==> src/rtl/core/rbfe_ram.sv <==
// Simple dual-port synchronous RAM: one write port, one read port with registered data.
// Holds the stored fragment ops and the value stacks; no package dependency.
`default_nettype none

module rbfe_ram #(
    parameter int DEPTH = 80,
    parameter int WIDTH = 1,
    localparam int AW = (DEPTH > 1) ? $clog2(DEPTH) : 1
) (
    input  wire logic             aclk,
    input  wire logic             we,
    input  wire logic [AW-1:0]    waddr,
    input  wire logic [WIDTH-1:0] wdata,
    input  wire logic             re,
    input  wire logic [AW-1:0]    raddr,
    output logic      [WIDTH-1:0] rdata
);

    logic [WIDTH-1:0] mem [DEPTH];

    always_ff @(posedge aclk) begin
        if (we) begin
            mem[waddr] <= wdata;
        end
    end

    always_ff @(posedge aclk) begin
        if (re) begin
            rdata <= mem[raddr];
        end
    end

endmodule

`default_nettype wire

==> config.mk <==
export PLATFORM = sky130hd
export DESIGN_NAME = rbfe_ram
export DESIGN_NICKNAME = d
export VERILOG_FILES = /design/src/rtl/core/rbfe_ram.sv
export SDC_FILE = /design/constraint.sdc
export NUM_CORES = 1
export LEC_CHECK = 0
export BUFFER_PORTS_ARGS = -buffer_cell sky130_fd_sc_hd__buf_4
export CAP_MARGIN = 20
export CORE_ASPECT_RATIO = 1.1
export CORE_MARGIN = 1
export CORE_UTILIZATION = 40
export DETAILED_ROUTE_END_ITERATION = 16
export PLACE_DENSITY = 0.63
export SETUP_SLACK_MARGIN = 0.4
export SYNTH_ARGS = -nofsm -noshare
export SYNTH_HDL_FRONTEND = slang
export SYNTH_SLANG_ARGS = --single-unit
==> constraint.sdc <==
create_clock -name aclk -period 4.4 [get_ports aclk]
set_clock_uncertainty 0.2 [all_clocks]
set_input_delay 0.88 -clock aclk [delete_from_list [all_inputs] [get_ports aclk]]
set_output_delay 0.88 -clock aclk [all_outputs]
set_load 0.03 [all_outputs]
After elaboration in Yosys (flattened, before gate mapping)
Memories as Yosys holds them, arrays and structs flattened. A register that Yosys moved wholly into a read port is not among the register bits. Cells that the tools add are included.

Flip-flop bits (word level): 0. Memory bits (writable): 80. Input bits: 18. Output and inout bits: 1. Logic and storage cells: 3. Memories kept: 1.

Multiplexer cells: 2.

Memory list: mem (depth 80, width 1, rd ports 1, clocked after memory_dff 1, write ports 1, line 19) `logic [WIDTH-1:0] mem [DEPTH];`.

Operator list (count): $mux 1 (2).

Depth between registers and ports, before layout
Depth after elaboration: 2. Depth in mapped cells: 7.

Worst setup path after synthesis
Ideal clock, no wire load.

Path kind: input to register. From: input raddr[0]. To: register rdata, read port of mem (data pin). Library setup time: 0.269 ns. Arrival time: 2.125 ns. Required time: 3.931 ns. Path slack: 1.806 ns. Cell stages on the path: 5. Path through: buf_6 mux4_1 mux4_2 nand2_1 o311ai_1.

RTL lines: start, declared (line 15) `input wire logic [AW-1:0] raddr,`; end, declared (line 16) `output logic [WIDTH-1:0] rdata`.

==> summary.txt <==
Max Cap Viol - 0
# nets final - 300
Die X-Extent - 93.4 um
reg2reg start - mem[50]
Synthesis Warnings - 0
via/cell ratio - 5.52
EDFF count, synth - 81
1st-pass router iterations - 4
post-synthesis adder-cell area fraction - 0%
cells resized by post-CTS repair - 0
Starting Density - 41.5%
drt first-iter violations - 214
Root Driver - clkbuf_8
Post-Synth Simple-Gate Area - 15.7%
CP required - 4.29 ns
Die Footprint - 0.00958 mm2
initial antenna violation count - 0
post-route setup TNS - 0 ns
Slowest-stage cell, CP - mux4_1
unique cell type count in the Yosys netlist - 29
DRC - 0
compound-cell area share of the yosys netlist - 2.07%
leak pwr - 1.26 nW
synthesized flop and latch total - 81
Worst path max stage delay - 0.60 ns
num rows - 36
gpl congestion - 0.788
Post-Synth XOR/XNOR Area - 0%
Startpoint Class - input pin
clk slew on worst S/H paths - 0.08 ns
CP Max Fanout - 20
hold_sp - re
DR WL/cell - 18.7 um
Area contributors post-synth - edfxtp_1 (66%), nor2_1 (8.4%), mux4_1 (5.7%)
H-tree levels - 3
grt ovf - 0
HPWL Detailed - 4.65 mm
CTS tree - done
Synth area leader - edfxtp_1
Synth top area share - 66.1%
Cell Count, Final, Fillers Out - 400
ratio of cells with drive above 1 in the final layout - 14.0%
later-pin clock latency in the skew report - 0.34 ns
hold violation count in the final report - 0
Post-synth top cells - nor2_1 (82), edfxtp_1 (81), nand2_1 (16)
Worst Setup End Kind - register
Core Footprint - 0.00887 mm2
sequential area share after synthesis - 66.1%
Worst Tran Pin Value - 0.688 ns
Final min period - 2.53 ns
Port-buffer cells - 18
die height - 103 um
Top-Level Pins - 19
placed instance count - 385
post-CTS setup buffers - 0
filler cell count - 764
Slew HR - 54.2%
most frequent cell after synthesis - nor2_1
cell-by-cell trace of the critical path - buf_4 > mux4_1 > mux2i_1 > nor2_1 > nor4_1 > o311ai_1
global-route wire length before repair - 11.8 mm
post-route ant nets - 0
mux share of post-synthesis cell area - 14.3%
Final Setup Violations - 0
ant diodes - 0
post-synthesis cell count - 264
Post-synth top flop - edfxtp_1
min-delay worst type - in -> reg
largest family of logic cells by synthesized area - simple AND/OR/NAND/NOR gates
final wirelength - 7.48 mm
global-route usage over all layers - 17.4%
Total Power - 1.46 mW
area of the mapped netlist - 0.00368 mm2
FMAX - 395 MHz
status - completed
unrepaired setup endpoints after global routing - no
pwr dens - 358 mW/mm2
Tcrit/Tclk final - 57.6%
Setup CP Type - in -> reg
Sink Count - 81
Synth-to-Final Area Change - 10.6%
hold-fix buffers at CTS - 0
Async SR Flop Fraction - 0%
max-slew violations - 0
vias in the first global route - 2196
crit path DAT - 2.42 ns
maximum vdd drop - 0.161 mV
Syn Area/Cell - 13.9 um2
clk buf depth - 2
Worst Setup SP - raddr[0]
total number of vias - 2209
CTS buffer count - 9
Synth Net Count - 282
largest net degree at the start of global routing - 81
## critical path, delay by kind of cell
kind | cells | cell delay (ns)
compound gates | 1 | 0.13
buf+inv | 1 | 0.26
mux | 2 | 0.75
simple gates | 2 | 0.38
## final cells by class
type	instances	area, um2	share of cell area (%)
flip-flops and latches	81	2430	59.8
multi-input cells	171	1180	28.9
well taps	114	143	3.51
repair buffers	18	135	3.32
clock buffers	11	131	3.23
clock inverters	4	45.0	1.11
inverters	1	3.75	0.0923
## power breakdown
group / switching (mW) / leakage (nW) / internal (mW)
clock network: 0.247 / 0.0845 / 0.256
registers: 0.000847 / 0.729 / 0.852
logic: 0.0617 / 0.449 / 0.0386
total: 0.310 / 1.26 / 1.15
## layout by cell type, fill, tap and decap left out, drive strengths merged
| cell type | n |
|---|---|
| clkbuf | 11 |
| nor2b | 12 |
| a221oi | 1 |
| nand3b | 1 |
| a311oi | 1 |
| nand2 | 16 |
| nor4 | 2 |
| buf | 18 |
| o21ai | 3 |
| mux4 | 16 |
| clkinvlp | 1 |
| nand3 | 6 |
| o311ai | 1 |
| nor2 | 82 |
| mux2 | 3 |
| a211oi | 1 |
| and3b | 1 |
| nand2b | 4 |
| and2 | 1 |
| nor3b | 2 |
| edfxtp | 81 |
| nor3 | 4 |
| mux2i | 10 |
| inv | 1 |
| a311o | 1 |
| a2111oi | 2 |
| bufinv | 1 |
| clkinv | 2 |
| nor4b | 1 |
## logic make-up after synthesis
logic type             count (synthesis)
AO/OA/AOI/OAI                         10
buffers and inverters                 12
AND/OR/NAND/NOR                      132
flip-flops                            81
multiplexers                          29
## state kept, by name (all words and copies together), names as in the netlist
register  count
rdata         1
mem          80
## routing by layer
| metal | global-route usage (%) | part of all wire (%) | up-vias |
|---|---|---|---|
| li1 | - | - | 1016 |
| met1 | 23.8 | 46 | 1103 |
| met2 | 27.0 | 46 | 71 |
| met3 | 2.88 | 5.0 | 19 |
| met4 | 9.47 | 2.6 | 0 |
| met5 | 0 | 0 | - |
## stage by stage
step | hold slack, ns | area [um2] | worst slack [ns] | utilization (%)
2_1_floorplan | 0.706 | 3680 | 1.81 | -
3_3_place_gp | 0.751 | 3890 | 1.51 | 43.9
3_5_place_dp | 0.763 | 3890 | 1.50 | 43.9
4_1_cts | 0.527 | 4070 | 1.87 | 45.8
5_1_grt | 0.527 | 4070 | 1.73 | 45.8
6_report | 0.530 | 4070 | 1.87 | 45.8
## worst paths after layout
path | to | slack (ns) | cells after the start
min reg2reg | rdata | 0.79 | 4
min | rdata | 0.53 | 1
max reg2reg | rdata | 2.40 | 5
max | rdata | 1.87 | 6
Power figures use the tool's default switching activity.
