<file path="src/rtl/core/rbfe_pkg.sv">
// Shared types and codes for the postfix boolean fragment evaluator.
// Used by rbfe_seq and the top level; depends on nothing else.
`default_nettype none

package rbfe_pkg;

    localparam int OP_W   = 11;
    localparam int KIND_W = 3;
    localparam int OPD_W  = 8;

    // Item actions.
    localparam logic [1:0] ACT_STORE = 2'd0;
    localparam logic [1:0] ACT_COND  = 2'd1;
    localparam logic [1:0] ACT_EVAL  = 2'd2;
    localparam logic [1:0] ACT_NONE  = 2'd3;

    // Configuration register indexes (word address bits).
    localparam logic [1:0] REG_COND_LEN   = 2'd0;
    localparam logic [1:0] REG_FRAG_COUNT = 2'd1;
    localparam logic [1:0] REG_FRAG_EN    = 2'd2;

    typedef enum logic [KIND_W-1:0] {
        K_END  = 3'd0,
        K_LEAF = 3'd1,
        K_REF  = 3'd2,
        K_AND  = 3'd3,
        K_OR   = 3'd4,
        K_NAND = 3'd5,
        K_NOR  = 3'd6,
        K_NOT  = 3'd7
    } op_kind_t;

    typedef enum logic [2:0] {
        E_OK    = 3'd0,
        E_UNDER = 3'd1,
        E_OVER  = 3'd2,
        E_LEFT  = 3'd3,
        E_FRAG  = 3'd4,
        E_NEST  = 3'd5,
        E_COND  = 3'd6
    } err_t;

    typedef enum logic [2:0] {
        S_IDLE,
        S_FETCH,
        S_EXEC,
        S_BIN,
        S_RET
    } rbfe_state_t;

    typedef struct packed {
        logic [6:0] cond_len;
        logic [8:0] frag_count;
        logic       frag_en;
    } rbfe_cfg_t;

    typedef struct packed {
        logic valid;
        logic value;
        err_t error;
    } rbfe_res_t;

endpackage

`default_nettype wire

</file>
<file path="src/rtl/core/rbfe_ram.sv">
// Simple dual-port synchronous RAM: one write port, one read port with registered data.
// Holds the stored fragment ops and the value stacks; no package dependency.
`default_nettype none

module rbfe_ram #(
    parameter int DEPTH = 80,
    parameter int WIDTH = 1,
    localparam int AW = (DEPTH > 1) ? $clog2(DEPTH) : 1
) (
    input  wire logic             aclk,
    input  wire logic             we,
    input  wire logic [AW-1:0]    waddr,
    input  wire logic [WIDTH-1:0] wdata,
    input  wire logic             re,
    input  wire logic [AW-1:0]    raddr,
    output logic      [WIDTH-1:0] rdata
);

    logic [WIDTH-1:0] mem [DEPTH];

    always_ff @(posedge aclk) begin
        if (we) begin
            mem[waddr] <= wdata;
        end
    end

    always_ff @(posedge aclk) begin
        if (re) begin
            rdata <= mem[raddr];
        end
    end

endmodule

`default_nettype wire

</file>
<file path="src/rtl/core/rbfe_seq.sv">
// Op sequencer: executes evaluate requests, walks stored fragments and keeps the stacks.
// Depends on rbfe_pkg and rbfe_ram (value stack memory); reads the fragment memory outside.
`default_nettype none

module rbfe_seq
    import rbfe_pkg::*;
#(
    parameter int NUM_FRAGMENTS = 256,
    parameter int FRAG_MAX_LEN  = 32,
    parameter int STACK_DEPTH   = 16,
    parameter int MAX_NEST      = 4,
    parameter int MAX_COND_BITS = 64,
    localparam int AW = $clog2(NUM_FRAGMENTS * FRAG_MAX_LEN)
) (
    input  wire logic                     aclk,
    input  wire logic                     aresetn,
    input  wire logic                     start_i,
    input  wire op_kind_t                 kind_i,
    input  wire logic [OPD_W-1:0]         opd_i,
    input  wire rbfe_cfg_t                cfg_i,
    input  wire logic [MAX_COND_BITS-1:0] cond_i,
    output logic                          idle_o,
    output rbfe_res_t                     res_o,
    output logic                          op_re_o,
    output logic [AW-1:0]                 op_raddr_o,
    input  wire logic [OP_W-1:0]          op_rdata_i
);

    localparam int SD_TOT = (MAX_NEST + 1) * STACK_DEPTH;
    localparam int SAW    = $clog2(SD_TOT);
    localparam int SPW    = $clog2(STACK_DEPTH + 1);
    localparam int LW     = $clog2(MAX_NEST + 1);
    localparam int FW     = (MAX_NEST > 1) ? $clog2(MAX_NEST) : 1;
    localparam int PW     = $clog2(FRAG_MAX_LEN);
    localparam logic [PW-1:0] POS_LAST = PW'(FRAG_MAX_LEN - 1);

    rbfe_state_t     state_reg, state_next;
    logic [LW-1:0]   level_reg, level_next;
    logic [SPW-1:0]  sp_reg, sp_next;
    logic            tos_reg, tos_next;
    logic [SAW-1:0]  sbase_reg, sbase_next;
    logic [AW-1:0]   fbase_reg, fbase_next;
    logic [PW-1:0]   pos_reg, pos_next;
    op_kind_t        kind_reg, kind_next;
    logic [OPD_W-1:0] opd_reg, opd_next;
    err_t            err_reg, err_next;

    // Return frames: the caller's fragment base, op position and stack count.
    logic [AW-1:0]   frm_fbase_reg [MAX_NEST];
    logic [PW-1:0]   frm_pos_reg   [MAX_NEST];
    logic [SPW-1:0]  frm_sp_reg    [MAX_NEST];
    logic            frm_we;
    logic [FW-1:0]   frm_widx, frm_ridx;

    op_kind_t        cur_kind;
    logic [OPD_W-1:0] cur_opd;
    logic            bad_cond, bad_frag, nest_full, st_full;
    logic [MAX_COND_BITS-1:0] cond_sh;
    logic            leaf_bit, bin_a, bin_r;

    logic            st_we, st_re, st_rdata;
    logic [SAW-1:0]  st_waddr, st_raddr;

    logic            push, push_val, op_done, abort;
    err_t            abort_code;

    rbfe_ram #(
        .DEPTH (SD_TOT),
        .WIDTH (1)
    ) u_stack (
        .aclk  (aclk),
        .we    (st_we),
        .waddr (st_waddr),
        .wdata (tos_reg),
        .re    (st_re),
        .raddr (st_raddr),
        .rdata (st_rdata)
    );

    // Inside a fragment the op comes from the fragment memory, at top level from the request.
    assign cur_kind = (level_reg == '0) ? kind_reg : op_kind_t'(op_rdata_i[OP_W-1:OPD_W]);
    assign cur_opd  = (level_reg == '0) ? opd_reg : op_rdata_i[OPD_W-1:0];

    assign cond_sh   = cond_i >> cur_opd;
    assign leaf_bit  = cond_sh[0];
    assign bad_cond  = (cur_opd >= {1'b0, cfg_i.cond_len}) || (32'(cur_opd) >= MAX_COND_BITS);
    assign bad_frag  = !cfg_i.frag_en || ({1'b0, cur_opd} >= cfg_i.frag_count)
                       || (32'(cur_opd) >= NUM_FRAGMENTS);
    assign nest_full = level_reg >= LW'(MAX_NEST);
    assign st_full   = sp_reg >= SPW'(STACK_DEPTH);

    assign st_waddr  = sbase_reg + SAW'(sp_reg) - 1'b1;
    assign st_raddr  = sbase_reg + SAW'(sp_reg) - SAW'(2);
    assign frm_widx  = FW'(level_reg);
    assign frm_ridx  = FW'(level_reg - 1'b1);

    assign bin_a = st_rdata;
    always_comb begin
        case (cur_kind)
            K_AND:   bin_r = bin_a & tos_reg;
            K_OR:    bin_r = bin_a | tos_reg;
            K_NAND:  bin_r = ~(bin_a & tos_reg);
            default: bin_r = ~(bin_a | tos_reg);
        endcase
    end

    always_comb begin
        state_next = state_reg;
        level_next = level_reg;
        sp_next    = sp_reg;
        tos_next   = tos_reg;
        sbase_next = sbase_reg;
        fbase_next = fbase_reg;
        pos_next   = pos_reg;
        kind_next  = kind_reg;
        opd_next   = opd_reg;
        err_next   = err_reg;
        frm_we     = 1'b0;
        st_we      = 1'b0;
        st_re      = 1'b0;
        op_re_o    = 1'b0;
        op_raddr_o = fbase_reg + AW'(pos_reg);
        res_o      = '{valid: 1'b0, value: 1'b0, error: E_OK};
        push       = 1'b0;
        push_val   = 1'b0;
        op_done    = 1'b0;
        abort      = 1'b0;
        abort_code = E_OK;

        case (state_reg)
            S_IDLE: begin
                if (start_i) begin
                    if (kind_i == K_END) begin
                        res_o.valid = 1'b1;
                        if (err_reg != E_OK) begin
                            res_o.error = err_reg;
                        end else if (sp_reg != SPW'(1)) begin
                            res_o.error = E_LEFT;
                        end else begin
                            res_o.value = tos_reg;
                        end
                        sp_next  = '0;
                        err_next = E_OK;
                    end else if (err_reg == E_OK) begin
                        kind_next  = kind_i;
                        opd_next   = opd_i;
                        state_next = S_EXEC;
                    end
                end
            end
            S_FETCH: begin
                op_re_o    = 1'b1;
                state_next = S_EXEC;
            end
            S_EXEC: begin
                case (cur_kind)
                    K_END: begin
                        state_next = S_RET;
                    end
                    K_LEAF: begin
                        if (bad_cond) begin
                            abort      = 1'b1;
                            abort_code = E_COND;
                        end else begin
                            push     = 1'b1;
                            push_val = leaf_bit;
                        end
                    end
                    K_REF: begin
                        if (bad_frag) begin
                            abort      = 1'b1;
                            abort_code = E_FRAG;
                        end else if (nest_full) begin
                            abort      = 1'b1;
                            abort_code = E_NEST;
                        end else if (st_full) begin
                            abort      = 1'b1;
                            abort_code = E_OVER;
                        end else begin
                            // Spill the caller's top value now; its push slot is reserved.
                            st_we      = sp_reg != '0;
                            frm_we     = 1'b1;
                            level_next = level_reg + 1'b1;
                            sbase_next = sbase_reg + SAW'(STACK_DEPTH);
                            sp_next    = '0;
                            fbase_next = AW'(cur_opd) * AW'(FRAG_MAX_LEN);
                            pos_next   = '0;
                            state_next = S_FETCH;
                        end
                    end
                    K_NOT: begin
                        if (sp_reg == '0) begin
                            abort      = 1'b1;
                            abort_code = E_UNDER;
                        end else begin
                            tos_next = ~tos_reg;
                            op_done  = 1'b1;
                        end
                    end
                    default: begin
                        if (sp_reg < SPW'(2)) begin
                            abort      = 1'b1;
                            abort_code = E_UNDER;
                        end else begin
                            st_re      = 1'b1;
                            state_next = S_BIN;
                        end
                    end
                endcase
            end
            S_BIN: begin
                tos_next = bin_r;
                sp_next  = sp_reg - 1'b1;
                op_done  = 1'b1;
            end
            S_RET: begin
                if (sp_reg != SPW'(1)) begin
                    abort      = 1'b1;
                    abort_code = E_LEFT;
                end else begin
                    // The fragment's single value becomes the caller's new top.
                    level_next = level_reg - 1'b1;
                    sbase_next = sbase_reg - SAW'(STACK_DEPTH);
                    sp_next    = frm_sp_reg[frm_ridx] + 1'b1;
                    fbase_next = frm_fbase_reg[frm_ridx];
                    pos_next   = frm_pos_reg[frm_ridx];
                    op_done    = 1'b1;
                end
            end
            default: begin
                state_next = S_IDLE;
            end
        endcase

        if (push) begin
            if (st_full) begin
                abort      = 1'b1;
                abort_code = E_OVER;
            end else begin
                st_we    = sp_reg != '0;
                tos_next = push_val;
                sp_next  = sp_reg + 1'b1;
                op_done  = 1'b1;
            end
        end

        if (op_done) begin
            if (level_next == '0) begin
                state_next = S_IDLE;
            end else if (pos_next == POS_LAST) begin
                state_next = S_RET;
            end else begin
                pos_next   = pos_next + 1'b1;
                state_next = S_FETCH;
            end
        end

        if (abort) begin
            err_next   = abort_code;
            level_next = '0;
            sbase_next = '0;
            state_next = S_IDLE;
        end
    end

    assign idle_o = state_reg == S_IDLE;

    always_ff @(posedge aclk) begin
        if (!aresetn) begin
            state_reg <= S_IDLE;
            level_reg <= '0;
            sp_reg    <= '0;
            sbase_reg <= '0;
            err_reg   <= E_OK;
        end else begin
            state_reg <= state_next;
            level_reg <= level_next;
            sp_reg    <= sp_next;
            sbase_reg <= sbase_next;
            err_reg   <= err_next;
        end
    end

    always_ff @(posedge aclk) begin
        tos_reg   <= tos_next;
        fbase_reg <= fbase_next;
        pos_reg   <= pos_next;
        kind_reg  <= kind_next;
        opd_reg   <= opd_next;
        if (frm_we) begin
            frm_fbase_reg[frm_widx] <= fbase_reg;
            frm_pos_reg[frm_widx]   <= pos_reg;
            frm_sp_reg[frm_widx]    <= sp_reg;
        end
    end

    a_level_bound: assert property (@(posedge aclk) disable iff (!aresetn)
        level_reg <= LW'(MAX_NEST))
        else $error("nesting level beyond the frame count");

    a_sp_bound: assert property (@(posedge aclk) disable iff (!aresetn)
        sp_reg <= SPW'(STACK_DEPTH))
        else $error("stack count beyond the stack depth");

    a_idle_top: assert property (@(posedge aclk) disable iff (!aresetn)
        state_reg == S_IDLE |-> (level_reg == '0 && sbase_reg == '0))
        else $error("idle while still inside a fragment");

    a_end_clears: assert property (@(posedge aclk) disable iff (!aresetn)
        res_o.valid |=> (err_reg == E_OK && sp_reg == '0 && state_reg == S_IDLE))
        else $error("end request did not clear the program state");

    a_bin_after_exec: assert property (@(posedge aclk) disable iff (!aresetn)
        state_reg == S_BIN |-> $past(state_reg) == S_EXEC)
        else $error("binary operator step without its stack read");

endmodule

`default_nettype wire
</file>
<file path="config.mk">
export PLATFORM = sky130hd
export DESIGN_NAME = rbfe_seq
export DESIGN_NICKNAME = d
export VERILOG_FILES = /design/src/rtl/core/rbfe_pkg.sv /design/src/rtl/core/rbfe_ram.sv /design/src/rtl/core/rbfe_seq.sv
export SDC_FILE = /design/constraint.sdc
export NUM_CORES = 1
export LEC_CHECK = 0
export BUFFER_PORTS_ARGS = -buffer_cell sky130_fd_sc_hd__buf_2
export CORE_MARGIN = 2
export CORE_UTILIZATION = 57
export DETAILED_ROUTE_END_ITERATION = 6
export GPL_ROUTABILITY_DRIVEN = 0
export HOLD_SLACK_MARGIN = 0.1
export PLACE_DENSITY = 0.83
export REMOVE_ABC_BUFFERS = 1
export SYNTH_ARGS = -nofsm -noshare
export SYNTH_HDL_FRONTEND = slang
export SYNTH_SLANG_ARGS = --single-unit
</file>
<file path="constraint.sdc">
create_clock -name aclk -period 6 [get_ports aclk]
set_clock_uncertainty 0.15 [all_clocks]
set_input_delay 1.5 -clock aclk [delete_from_list [all_inputs] [get_ports aclk]]
set_output_delay 1.5 -clock aclk [all_outputs]
set_load 0.01 [all_outputs]
</file>
# Yosys cells after proc, flatten, opt, wreduce, memory -nomap -nowiden
# Memories as Yosys holds them, arrays and structs flattened. A register that Yosys moved wholly into a read port is not among the register bits.
# Index checks and enable logic that the tools add are counted.
# word_totals
mem_bits_rw,172
elab_cells,211
n_memories,4
ff_bits,51
out_inout_bits,20
# op_classes
n_bitwise,7
n_shift,1
n_eq_ne,26
n_lt_le_gt_ge,6
addsub,12
n_reduce_logical,24
mux,121
# memory_table
memory,words,word_bits,rd,rd_clocked_by_memory_dff,write_ports,line,text
u_stack.mem,80,1,1,1,1,rbfe_ram.sv:19,logic [WIDTH-1:0] mem [DEPTH];
frm_fbase_reg,4,13,1,0,1,rbfe_seq.sv:49,logic [AW-1:0] frm_fbase_reg [MAX_NEST];
frm_pos_reg,4,5,1,0,1,rbfe_seq.sv:50,logic [PW-1:0] frm_pos_reg [MAX_NEST];
frm_sp_reg,4,5,1,0,1,rbfe_seq.sv:51,logic [SPW-1:0] frm_sp_reg [MAX_NEST];
# ops
op,count
$mux 5,20
$mux 3,26
$mux 13,5
$shr 64x8->1,1
$mux 1,48
$mux 7,5
$pmux 13 s2,1
$pmux 3 s4,2
$pmux 5 s4,1
$logic_not 3->1,6
$add 5x1->5 const B,3
$pmux 7 s2,1
$add 13x5->13,1
$eq 3x2->1 const B,4
$eq 3x3->1 const B,4
$ne 4x4->1 const B,3
$pmux 3 s2,2
$ne 2x2->1 const B,5
$pmux 5 s2,1
$ge 8x9->1,1
$pmux 3 s3,1
$reduce_and 9->1,1
$ge 8x7->1,1
$ge 8x7->1 const B,1
other kinds (38),53

# Longest topological paths before layout
# Gate-level depths: netlist of run 1.
# logic_depth
depth_word,11
mapped_depth,21
mapped_depth_nobuf,17

# Cells and area by module
# Synthesis of run 1 repeated with hierarchy kept, for this count alone.
# unflattened
hier_cells,891
hier_area_um2,11499.8
# modules_own_cells
module,instances,area_each_um2,cells_per_inst
rbfe_seq,1,7823.8,627
rbfe_ram,1,3676.0,264

# Worst setup path after synthesis of run 1
# No wires, ideal clock.
# synth_path
kind,register to register
startpoint,reg level_reg[0]
endpoint,"reg fbase_reg[0], enable pin"
arrival_ps,4689
path_stages_with_launch,17
setup_slack_ps,763
n_path_buf,4
setup_time_ps,398
period_less_slack_ps,5237
cell_sequence,dfxtp_1 -> clkbuf_1 -> buf_2 -> inv_1 -> ha_1 -> ha_1 -> buf_4 -> buf_6 -> mux2i_1 -> inv_1 -> ha_1 -> a21oi_1 -> o31ai_1 -> or2_2 -> nor2_1 -> nand2_1 -> a22oi_1
# synth_between
elab_chain_len,6
elab_cells_between_ends,11
# synth_lines
element,line,text
"start, declared",rbfe_seq.sv:38,"logic [LW-1:0] level_reg, level_next;"
"start signal, assigned",rbfe_seq.sv:277,level_reg <= level_next;
$logic_not 3->1,"rbfe_seq.sv:81, rbfe_seq.sv:82",
$mux 8,rbfe_seq.sv:82,assign cur_opd = (level_reg == '0) ? opd_reg : op_rdata_i[OPD_W-1:0];
$ge 8x9->1,rbfe_seq.sv:87,"assign bad_frag = !cfg_i.frag_en || ({1'b0, cur_opd} >= cfg_i.frag_count)"
$logic_or 1x1->1,rbfe_seq.sv:87,
$ne 2x2->1 (no source line),n/a,
$reduce_and 6->1 (no source line) *,n/a,
"end signal, assigned",rbfe_seq.sv:286,fbase_reg <= fbase_next;
"end, declared",rbfe_seq.sv:42,"logic [AW-1:0] fbase_reg, fbase_next;"
# Every way passes the cells marked *; elsewhere a longest branch is shown, timed or not.
# A chain may end at the register's enable or synchronous reset.

==> flow_metrics.tcl, run 1 <==
set metrics [dict create \
    internal-power_mw 3.25 \
    cp-start-kind "input port" \
    cts_tree "yes" \
    hold_buffers 0 \
    clockBufferDepth 3 \
    hold_violations 0 \
    num_rows 51 \
    cts_root_buf "clkbuf_16" \
    io_pins 126 \
    wl_per_cell_um 20.3 \
    synthTopCellsByCount "edfxtp_1 (197), nor2_1 (128), nand2_1 (56)" \
    drv_slew 0 \
    largest_reg_flops 80 \
    detailedPlace.worstSlack_ns 1.04 \
    cts.sinks 220 \
    cts_setup_buffers 0 \
    synth.avg_cell_area_um2 12.8 \
    seq_area_um2 6380 \
    synth-edff-count 197 \
    postPlaceCellArea_um2 12300 \
    post-route-period-util_pct 81.3 \
    grt_pass1_wl_mm 41.5 \
    worst_slew_pin_slew_ns 1.08 \
    min_period_ns 4.88 \
    dieWidth_um 146 \
    cp_max_fo 7 \
    core_area_um2 19600 \
    instances_no_fill 1305 \
    wl_mm 26.6 \
    r2r-start "level_reg[1]" \
    clkPwrFrac_pct 26.9 \
    clk_pin_slew_ns 0.06 \
    fp.dieArea_um2 21200 \
    switchingPower_mw 1.65 \
    r2r_end "u_stack.mem[44]" \
    critPathCaptureType "output pin" \
    num_antenna_cells 0 \
    crit_end "res_o[3]" \
    drtIter0Drc 856 \
    reg2reg_slack_ns 1.31 \
    ys_ff_latch 220 \
    status "complete, no violations" \
    ys_seq_area_share_pct 55.7 \
    antenna_found_initial 2 \
    cts_resized 0 \
    worstSetupPathType "input port to output pin" \
    setup_ws_ns 1.12 \
    ant_nets 0 \
    final_area_um2 13000 \
    slew_headroom_pct 27.8 \
    syn_to_final_growth_pct 14.0 \
    dp_cells 1264 \
    fillCellCount 1359 \
    crit_required_ns 4.35 \
    maxCapViolations 0 \
    drt_first_pass_iters 5 \
    arrival_ns 3.23 \
    hold_class "register to register" \
    grt_start_max_net_pins 90 \
    synthTopCellsByArea "edfxtp_1 (52%), mux4_2 (9.8%), nor2_1 (4.2%)" \
    pwr-share-comb_pct 33.6 \
    fin_tns_setup_ns 0 \
    initial_core_util_pct 58.4 \
    holdWs_ns 0.380 \
    port_buffers 125 \
    cts_buffers 23 \
    leakagePower_nw 4.73 \
    vdd_drop_max_mv 0.263 \
    rsz0062_at_grt "false" \
    die_y_um 146 \
    clock.fmax_mhz 205 \
    crit_start "kind_i[1]" \
    dpl.hpwl_mm 18.3 \
    htreeDepth 1 \
    reg2reg_depth 15 \
    multi_input_area_um2 4730 \
    swShare_pct 33.7 \
    synth_top_area_cell "edfxtp_1" \
    power_frac_seq_pct 39.5 \
    vias 7935 \
    netlist_area_um2 11400 \
    clock_latency_ns 0.51 \
    yosysMostFrequentCell "edfxtp_1" \
    viasPerCell 6.08 \
    synth_cell_type_count 73 \
    grt_overflow_total 0 \
    p_total_mw 4.89 \
    setup_viol 0 \
    synth_top_area_share_pct 51.7 \
    grt_pass1_vias 7774 \
    layout-drive-gt1-share_pct 24.5 \
    nets 1168 \
    synthArstFlopShare_pct 0 \
    yosysWarnings 0 \
    grt_use_total_pct 24.8 \
    synth_ff_type "edfxtp_1" \
    drc 0 \
    p_per_area_nw_per_um2 375 \
    final_util_pct 66.6 \
    synth_cells 892 \
]
==> worst min-delay path by stage <==
stage,from,to,slack (ns),cells after the start
final,fbase_reg[11],frm_fbase_reg[0][11],0.38,0
after global routing,pos_reg[1],frm_pos_reg[1][1],0.41,0
after CTS,fbase_reg[11],frm_fbase_reg[0][11],0.39,0
after detailed placement,fbase_reg[11],frm_fbase_reg[0][11],0.37,0
after global placement,fbase_reg[11],frm_fbase_reg[0][11],0.37,0
after floorplan,fbase_reg[11],frm_fbase_reg[0][11],0.33,0
==> cells by family (layout without fill, tap and decap cells) <==
kind of cell	after synthesis	count (layout)	share of synthesized area, %
AND/OR/NAND/NOR	300	300	12.6
flip-flops	220	220	55.7
AO/OA/AOI/OAI	137	137	8.37
multiplexers	91	91	13.8
buffers and inverters	77	225	2.96
adder cells (fa/ha/maj)	38	38	4.29
XOR/XNOR	29	29	2.22
==> placed cells by master (no fill, tap or decap), types with 3 or more instances in the layout <==
cell,instances
nand3_1,24
a41oi_1,4
a211oi_2,3
a21o_1,3
nor3_2,3
and3_1,7
xor2_1,11
a31oi_1,7
mux2i_1,29
edfxtp_1,197
clkbuf_1,10
ha_1,36
nor2_1,128
and2_1,13
clkbuf_16,23
clkinv_2,3
a211oi_1,26
buf_4,17
nand2b_1,5
nor2b_1,21
nor3_1,16
mux4_2,50
buf_2,125
nor3b_1,3
dfxtp_1,20
xnor2_1,18
o21ai_0,21
dfxtp_2,3
or3_1,3
o21a_1,6
a21oi_1,31
a221o_1,3
o31ai_1,9
inv_1,40
mux2_2,9
nand2_1,56
==> area by class of cell <==
| cell class | count | share of cell area (%) |
|---|---|---|
| sequential | 220 | 48.9 |
| tap | 265 | 2.54 |
| inverter | 42 | 1.21 |
| multi-input combinational | 595 | 36.3 |
| timing repair buffer | 142 | 5.78 |
| clock inverter | 8 | 0.576 |
| clock buffer | 33 | 4.70 |
==> critical path: stages <==
cell and delay, ns:
buf_2 0.10, nor3_1 0.41, nand3_1 0.30, nor3_1 0.66, buf_2 0.25
==> layer usage <==
layer / share of wire, % / wire length [um] / global-route usage (%) / up-vias
li1: - / - / - / 3649
met1: 39 / 10400 / 31.9 / 3789
met2: 49 / 13000 / 42.2 / 413
met3: 7.8 / 2070 / 4.61 / 80
met4: 4.0 / 1060 / 9.95 / 4
met5: 0.087 / 23 / 0 / -
==> power by group through the flow <==
stage	Sequential (mW)	Combinational, mW	Clock (mW)
2_1_floorplan	1.97	1.12	0
3_3_place_gp	1.96	1.59	0
3_5_place_dp	1.96	1.62	0
4_1_cts	1.93	1.64	1.33
5_1_grt	1.94	1.80	1.40
6_report	1.93	1.65	1.32
No activity file was read; power rests on OpenSTA's default activity.
==> run 2: changes to the inputs <==
Settings changed: ABC_AREA set to 1, CORE_UTILIZATION 57 to 54, PLACE_DENSITY 0.83 to 0.82.
Clock period 6 ns to 4.29 ns, I/O delays scaled along.
==> flow_metrics.tcl, run 2 <==
set metrics [dict create \
    drc 0 \
    htreeDepth 1 \
    r2r-start "level_reg[1]" \
    synthTopCellsByCount "nor2_1 (273), edfxtp_1 (197), nand2_1 (183)" \
    cp_max_fo 5 \
    vias 9773 \
    r2r_end "u_stack.mem[15]" \
    netlist_area_um2 11800 \
    reg2reg_depth 17 \
    synth_cells 1299 \
    cts.sinks 220 \
    hold_violations 0 \
    initial_core_util_pct 54.7 \
    largest_reg_flops 80 \
    p_per_area_nw_per_um2 535 \
    drt_first_pass_iters 5 \
    synthArstFlopShare_pct 0 \
    critPathCaptureType "output pin" \
    viasPerCell 5.65 \
    nets 1575 \
    antenna_found_initial 0 \
    yosysWarnings 0 \
    hold_class "register to register" \
    die_y_um 152 \
    drv_slew 0 \
    crit_start "fbase_reg[0]" \
    hold_buffers 0 \
    num_antenna_cells 0 \
    fp.dieArea_um2 23100 \
    synth-edff-count 197 \
    worst_slew_pin_slew_ns 0.930 \
    wl_per_cell_um 17.0 \
    synth.avg_cell_area_um2 9.10 \
    cts_root_buf "clkbuf_16" \
    dp_cells 1685 \
    clk_pin_slew_ns 0.06 \
    dpl.hpwl_mm 20.1 \
    crit_required_ns 3.07 \
    grt_pass1_wl_mm 47.6 \
    synth_ff_type "edfxtp_1" \
    vdd_drop_max_mv 0.351 \
    status "complete, no violations" \
    ys_seq_area_share_pct 53.9 \
    holdWs_ns 0.361 \
    grt_start_max_net_pins 84 \
    setup_ws_ns 0.206 \
    synth_top_area_share_pct 50.1 \
    dieWidth_um 152 \
    worstSetupPathType "register to output pin" \
    postPlaceCellArea_um2 12800 \
    setup_viol 0 \
    detailedPlace.worstSlack_ns 0.249 \
    clock_latency_ns 0.52 \
    post-route-period-util_pct 95.2 \
    ys_ff_latch 220 \
    cts_resized 0 \
    min_period_ns 4.08 \
    final_area_um2 13700 \
    cts_setup_buffers 0 \
    layout-drive-gt1-share_pct 17.0 \
    synth_top_area_cell "edfxtp_1" \
    rsz0062_at_grt "false" \
    reg2reg_slack_ns 0.33 \
    fin_tns_setup_ns 0 \
    final_common_cell "nor2_1" \
    final_util_pct 63.4 \
    port_buffers 125 \
    p_total_mw 7.34 \
    leakagePower_nw 5.50 \
    instances_no_fill 1729 \
    grt_overflow_total 0 \
    ant_nets 0 \
    num_rows 54 \
    mostFrequentLayoutCells "nor2_1 (269), edfxtp_1 (197), nand2_1 (183)" \
    grt_pass1_vias 9514 \
    cp-start-kind "register" \
    synthTopCellsByArea "edfxtp_1 (50%), nor2_1 (8.7%), nand2_1 (5.8%)" \
    yosysMostFrequentCell "nor2_1" \
    clockBufferDepth 3 \
    maxCapViolations 0 \
    cts_tree "yes" \
    drtIter0Drc 1068 \
    wl_mm 29.4 \
    arrival_ns 2.86 \
    crit_end "op_raddr_o[12]" \
    core_area_um2 21600 \
    clock.fmax_mhz 245 \
    grt_use_total_pct 25.1 \
    cts_buffers 24 \
    syn_to_final_growth_pct 16.0 \
    slew_headroom_pct 37.8 \
    synth_cell_type_count 50 \
    io_pins 126 \
]
==> run 2: cell count changes in the layout (fill, tap and decap cells not counted), moves of 26 or more <==
cell | before | now
nand2_1 | 56 | 183
nand3_1 | 24 | 55
inv_1 | 40 | 126
mux4_2 | 50 | 0
nor2_1 | 128 | 269
o211ai_1 | 2 | 28
o21ai_0 | 21 | 132
mux2i_1 | 29 | 0
==> run 2: power by group <==
group	leakage [nW]	switching (mW)	internal, mW
sequential	1.97	0.129	2.64
combinational	3.09	1.56	0.685
clock	0.444	0.815	1.52
total	5.50	2.50	4.84
==> run 2: routing by layer <==
| layer | GRT usage, % | part of all wire, % |
|---|---|---|
| met1 | 34.5 | 42 |
| met2 | 42.6 | 49 |
| met3 | 3.17 | 7.5 |
| met4 | 6.19 | 2.0 |
| met5 | 0 | 0 |
==> run 2: how the worst min path moves through the flow <==
| stage | start | end | slack, ns | cells after the start |
|---|---|---|---|---|
| 2_1_floorplan | sbase_reg[4] | sbase_reg[4] | 0.31 | 2 |
| 3_3_place_gp | sbase_reg[4] | sbase_reg[4] | 0.35 | 2 |
| 3_5_place_dp | sbase_reg[6] | sbase_reg[6] | 0.35 | 2 |
| 4_1_cts | sbase_reg[6] | sbase_reg[6] | 0.36 | 2 |
| 5_1_grt | sbase_reg[5] | sbase_reg[5] | 0.38 | 2 |
| 6_report | sbase_reg[4] | sbase_reg[4] | 0.36 | 2 |
==> run 2: critical path, stage by stage, from the launching register on <==
cell,delay [ns]
edfxtp_1,0.43
ha_1,0.20
inv_1,0.05
fa_1,0.40
o21ai_1,0.23
a21oi_1,0.15
nor3_2,0.20
and3_1,0.25
nand3_1,0.10
xnor2_1,0.17
buf_2,0.16
==> run 2: cells by family (layout without fill, tap and decap cells) <==
| logic type | after synthesis | in the layout | synth area share, % |
|---|---|---|---|
| adder cells (fa/ha/maj) | 38 | 38 | 4.15 |
| flip-flops | 220 | 220 | 53.9 |
| AO/OA/AOI/OAI | 254 | 254 | 12.4 |
| XOR/XNOR | 25 | 25 | 1.85 |
| buffers and inverters | 179 | 329 | 6.19 |
| AND/OR/NAND/NOR | 583 | 583 | 21.5 |
==> run 2: cell type report <==
class | instances | area (um^2)
clock buffer | 30 | 664
multi-input combinational | 900 | 4740
clock inverter | 14 | 251
tap | 280 | 350
inverter | 134 | 513
fill | 1725 | 7910
sequential | 220 | 6380
timing repair buffer | 151 | 821
==> run 3: changes to the inputs <==
Settings changed: CORE_ASPECT_RATIO set to 0.9.
==> flow_metrics.tcl, run 3 (synthesis results as in run 2) <==
set metrics [dict create \
    io_pins 126 \
    grt_start_max_net_pins 84 \
    cts_tree "yes" \
    antenna_found_initial 0 \
    detailedPlace.worstSlack_ns 0.420 \
    grt_util_met1_pct 35.8 \
    cp-start-kind "register" \
    hold_violations 0 \
    slew_headroom_pct 37.1 \
    met2_usage_pct 39.9 \
    ant_nets 0 \
    grt_pass1_vias 9123 \
    initial_core_util_pct 54.8 \
    mostFrequentLayoutCells "nor2_1 (269), edfxtp_1 (197), nand2_1 (183)" \
    setup_ws_ns 0.215 \
    fillCellCount 1748 \
    num_rows 51 \
    largest_reg_flops 80 \
    crit_required_ns 3.07 \
    rsz0062_at_grt "false" \
    clockBufferDepth 3 \
    arrival_ns 2.85 \
    dieWidth_um 160 \
    syn_to_final_growth_pct 14.7 \
    busiest_layer "met2" \
    nets 1572 \
    cp_max_fo 5 \
    worstSetupPathType "register to output pin" \
    die_y_um 144 \
    cts.sinks 220 \
    wl_per_cell_um 16.6 \
    grt_pass1_wl_mm 46.2 \
    clock.fmax_mhz 245 \
    viasPerCell 5.64 \
    drtIter0Drc 1239 \
    htreeDepth 1 \
    worst_slew_pin_slew_ns 0.940 \
    clk_pin_slew_ns 0.06 \
    core_area_um2 21600 \
    grt_use_met3_pct 4.13 \
    wl_mm 28.8 \
    layout-drive-gt1-share_pct 16.6 \
    grt_use_total_pct 24.9 \
    drt_first_pass_iters 6 \
    vdd_drop_max_mv 0.382 \
    hold_class "register to register" \
    num_antenna_cells 0 \
    post-route-period-util_pct 95.0 \
    vias 9787 \
    cts_buffers 23 \
    holdWs_ns 0.357 \
    cts_root_buf "clkbuf_16" \
    seq_area_um2 6380 \
    min_period_ns 4.07 \
    leakagePower_nw 5.41 \
    drc 0 \
    grt_overflow_total 0 \
    critPathCaptureType "output pin" \
    dpl.hpwl_mm 19.7 \
    instances_no_fill 1735 \
    setup_viol 0 \
    status "complete, no violations" \
    multi_input_area_um2 4730 \
    final_common_cell "nor2_1" \
    drv_slew 0 \
    port_buffers 125 \
    clock_latency_ns 0.52 \
    p_per_area_nw_per_um2 518 \
    fp.dieArea_um2 23100 \
    reg2reg_slack_ns 0.43 \
    dp_cells 1694 \
    maxCapViolations 0 \
]
run 3: cell types whose count changed in the layout (fill, tap and decap cells not counted), sizes merged:
| cell | previous run | this run |
|---|---|---|
| bufinv | 7 | 3 |
| clkinv | 8 | 4 |
| clkinvlp | 0 | 3 |
| buf | 151 | 149 |
| clkbuf | 30 | 32 |
run 3: worst max-delay path, cell delays in order, from the launching register on:
cell and delay, ns:
edfxtp_1 0.46, ha_1 0.39, nand3_1 0.10, nand2_1 0.10, a21oi_1 0.08, o21bai_1 0.21
nand3_1 0.15, nor3b_1 0.40, nand3_1 0.15, xnor2_1 0.16, buf_2 0.15
run 3: final timing paths:
path / from / endpoint / cells after the start
max reg2reg: level_reg[1] / state_reg[0] / 18
min reg2reg: sbase_reg[4] / sbase_reg[4] / 2
min: sbase_reg[4] / sbase_reg[4] / 2
max: fbase_reg[2] / op_raddr_o[11] / 10
run 3: timing repair:
action	in CTS	in global routing
gates resized for setup	1	2
endpoints found under the setup margin	1	2
setup buffers	0	0
hold buffers	0	0
run 3: cell type report:
| class | count | share of cell area [%] |
|---|---|---|
| clock buffers | 32 | 4.57 |
| clock inverters | 9 | 1.02 |
| repair buffers | 149 | 5.95 |
| multi-input cells | 900 | 34.9 |
| flip-flops and latches | 220 | 47.1 |
| inverters | 134 | 3.79 |
| well taps | 291 | 2.69 |
run 3: report_power, final:
group / internal [mW] / leakage [nW] / switching (mW)
Sequential: 2.64 / 1.97 / 0.136
Clock: 1.20 / 0.356 / 0.814
Combinational: 0.680 / 3.08 / 1.56
Total: 4.51 / 5.41 / 2.51
run 3: metal layers:
layer	vias to the layer above	share of wire [%]
li1	4681	-
met1	4597	43
met2	447	45
met3	62	9.4
met4	0	2.2
met5	-	0
run 3: metrics by stage:
step	power (mW)	util [%]	TNS, ns	instance area [um^2]
2_1_floorplan	4.29	-	-503.22	11600
6_report	7.02	62.8	0	13600
3_5_place_dp	4.97	59.3	0	12800
3_3_place_gp	4.91	59.3	0	12800
4_1_cts	6.98	62.8	0	13500
5_1_grt	7.38	62.8	0	13600
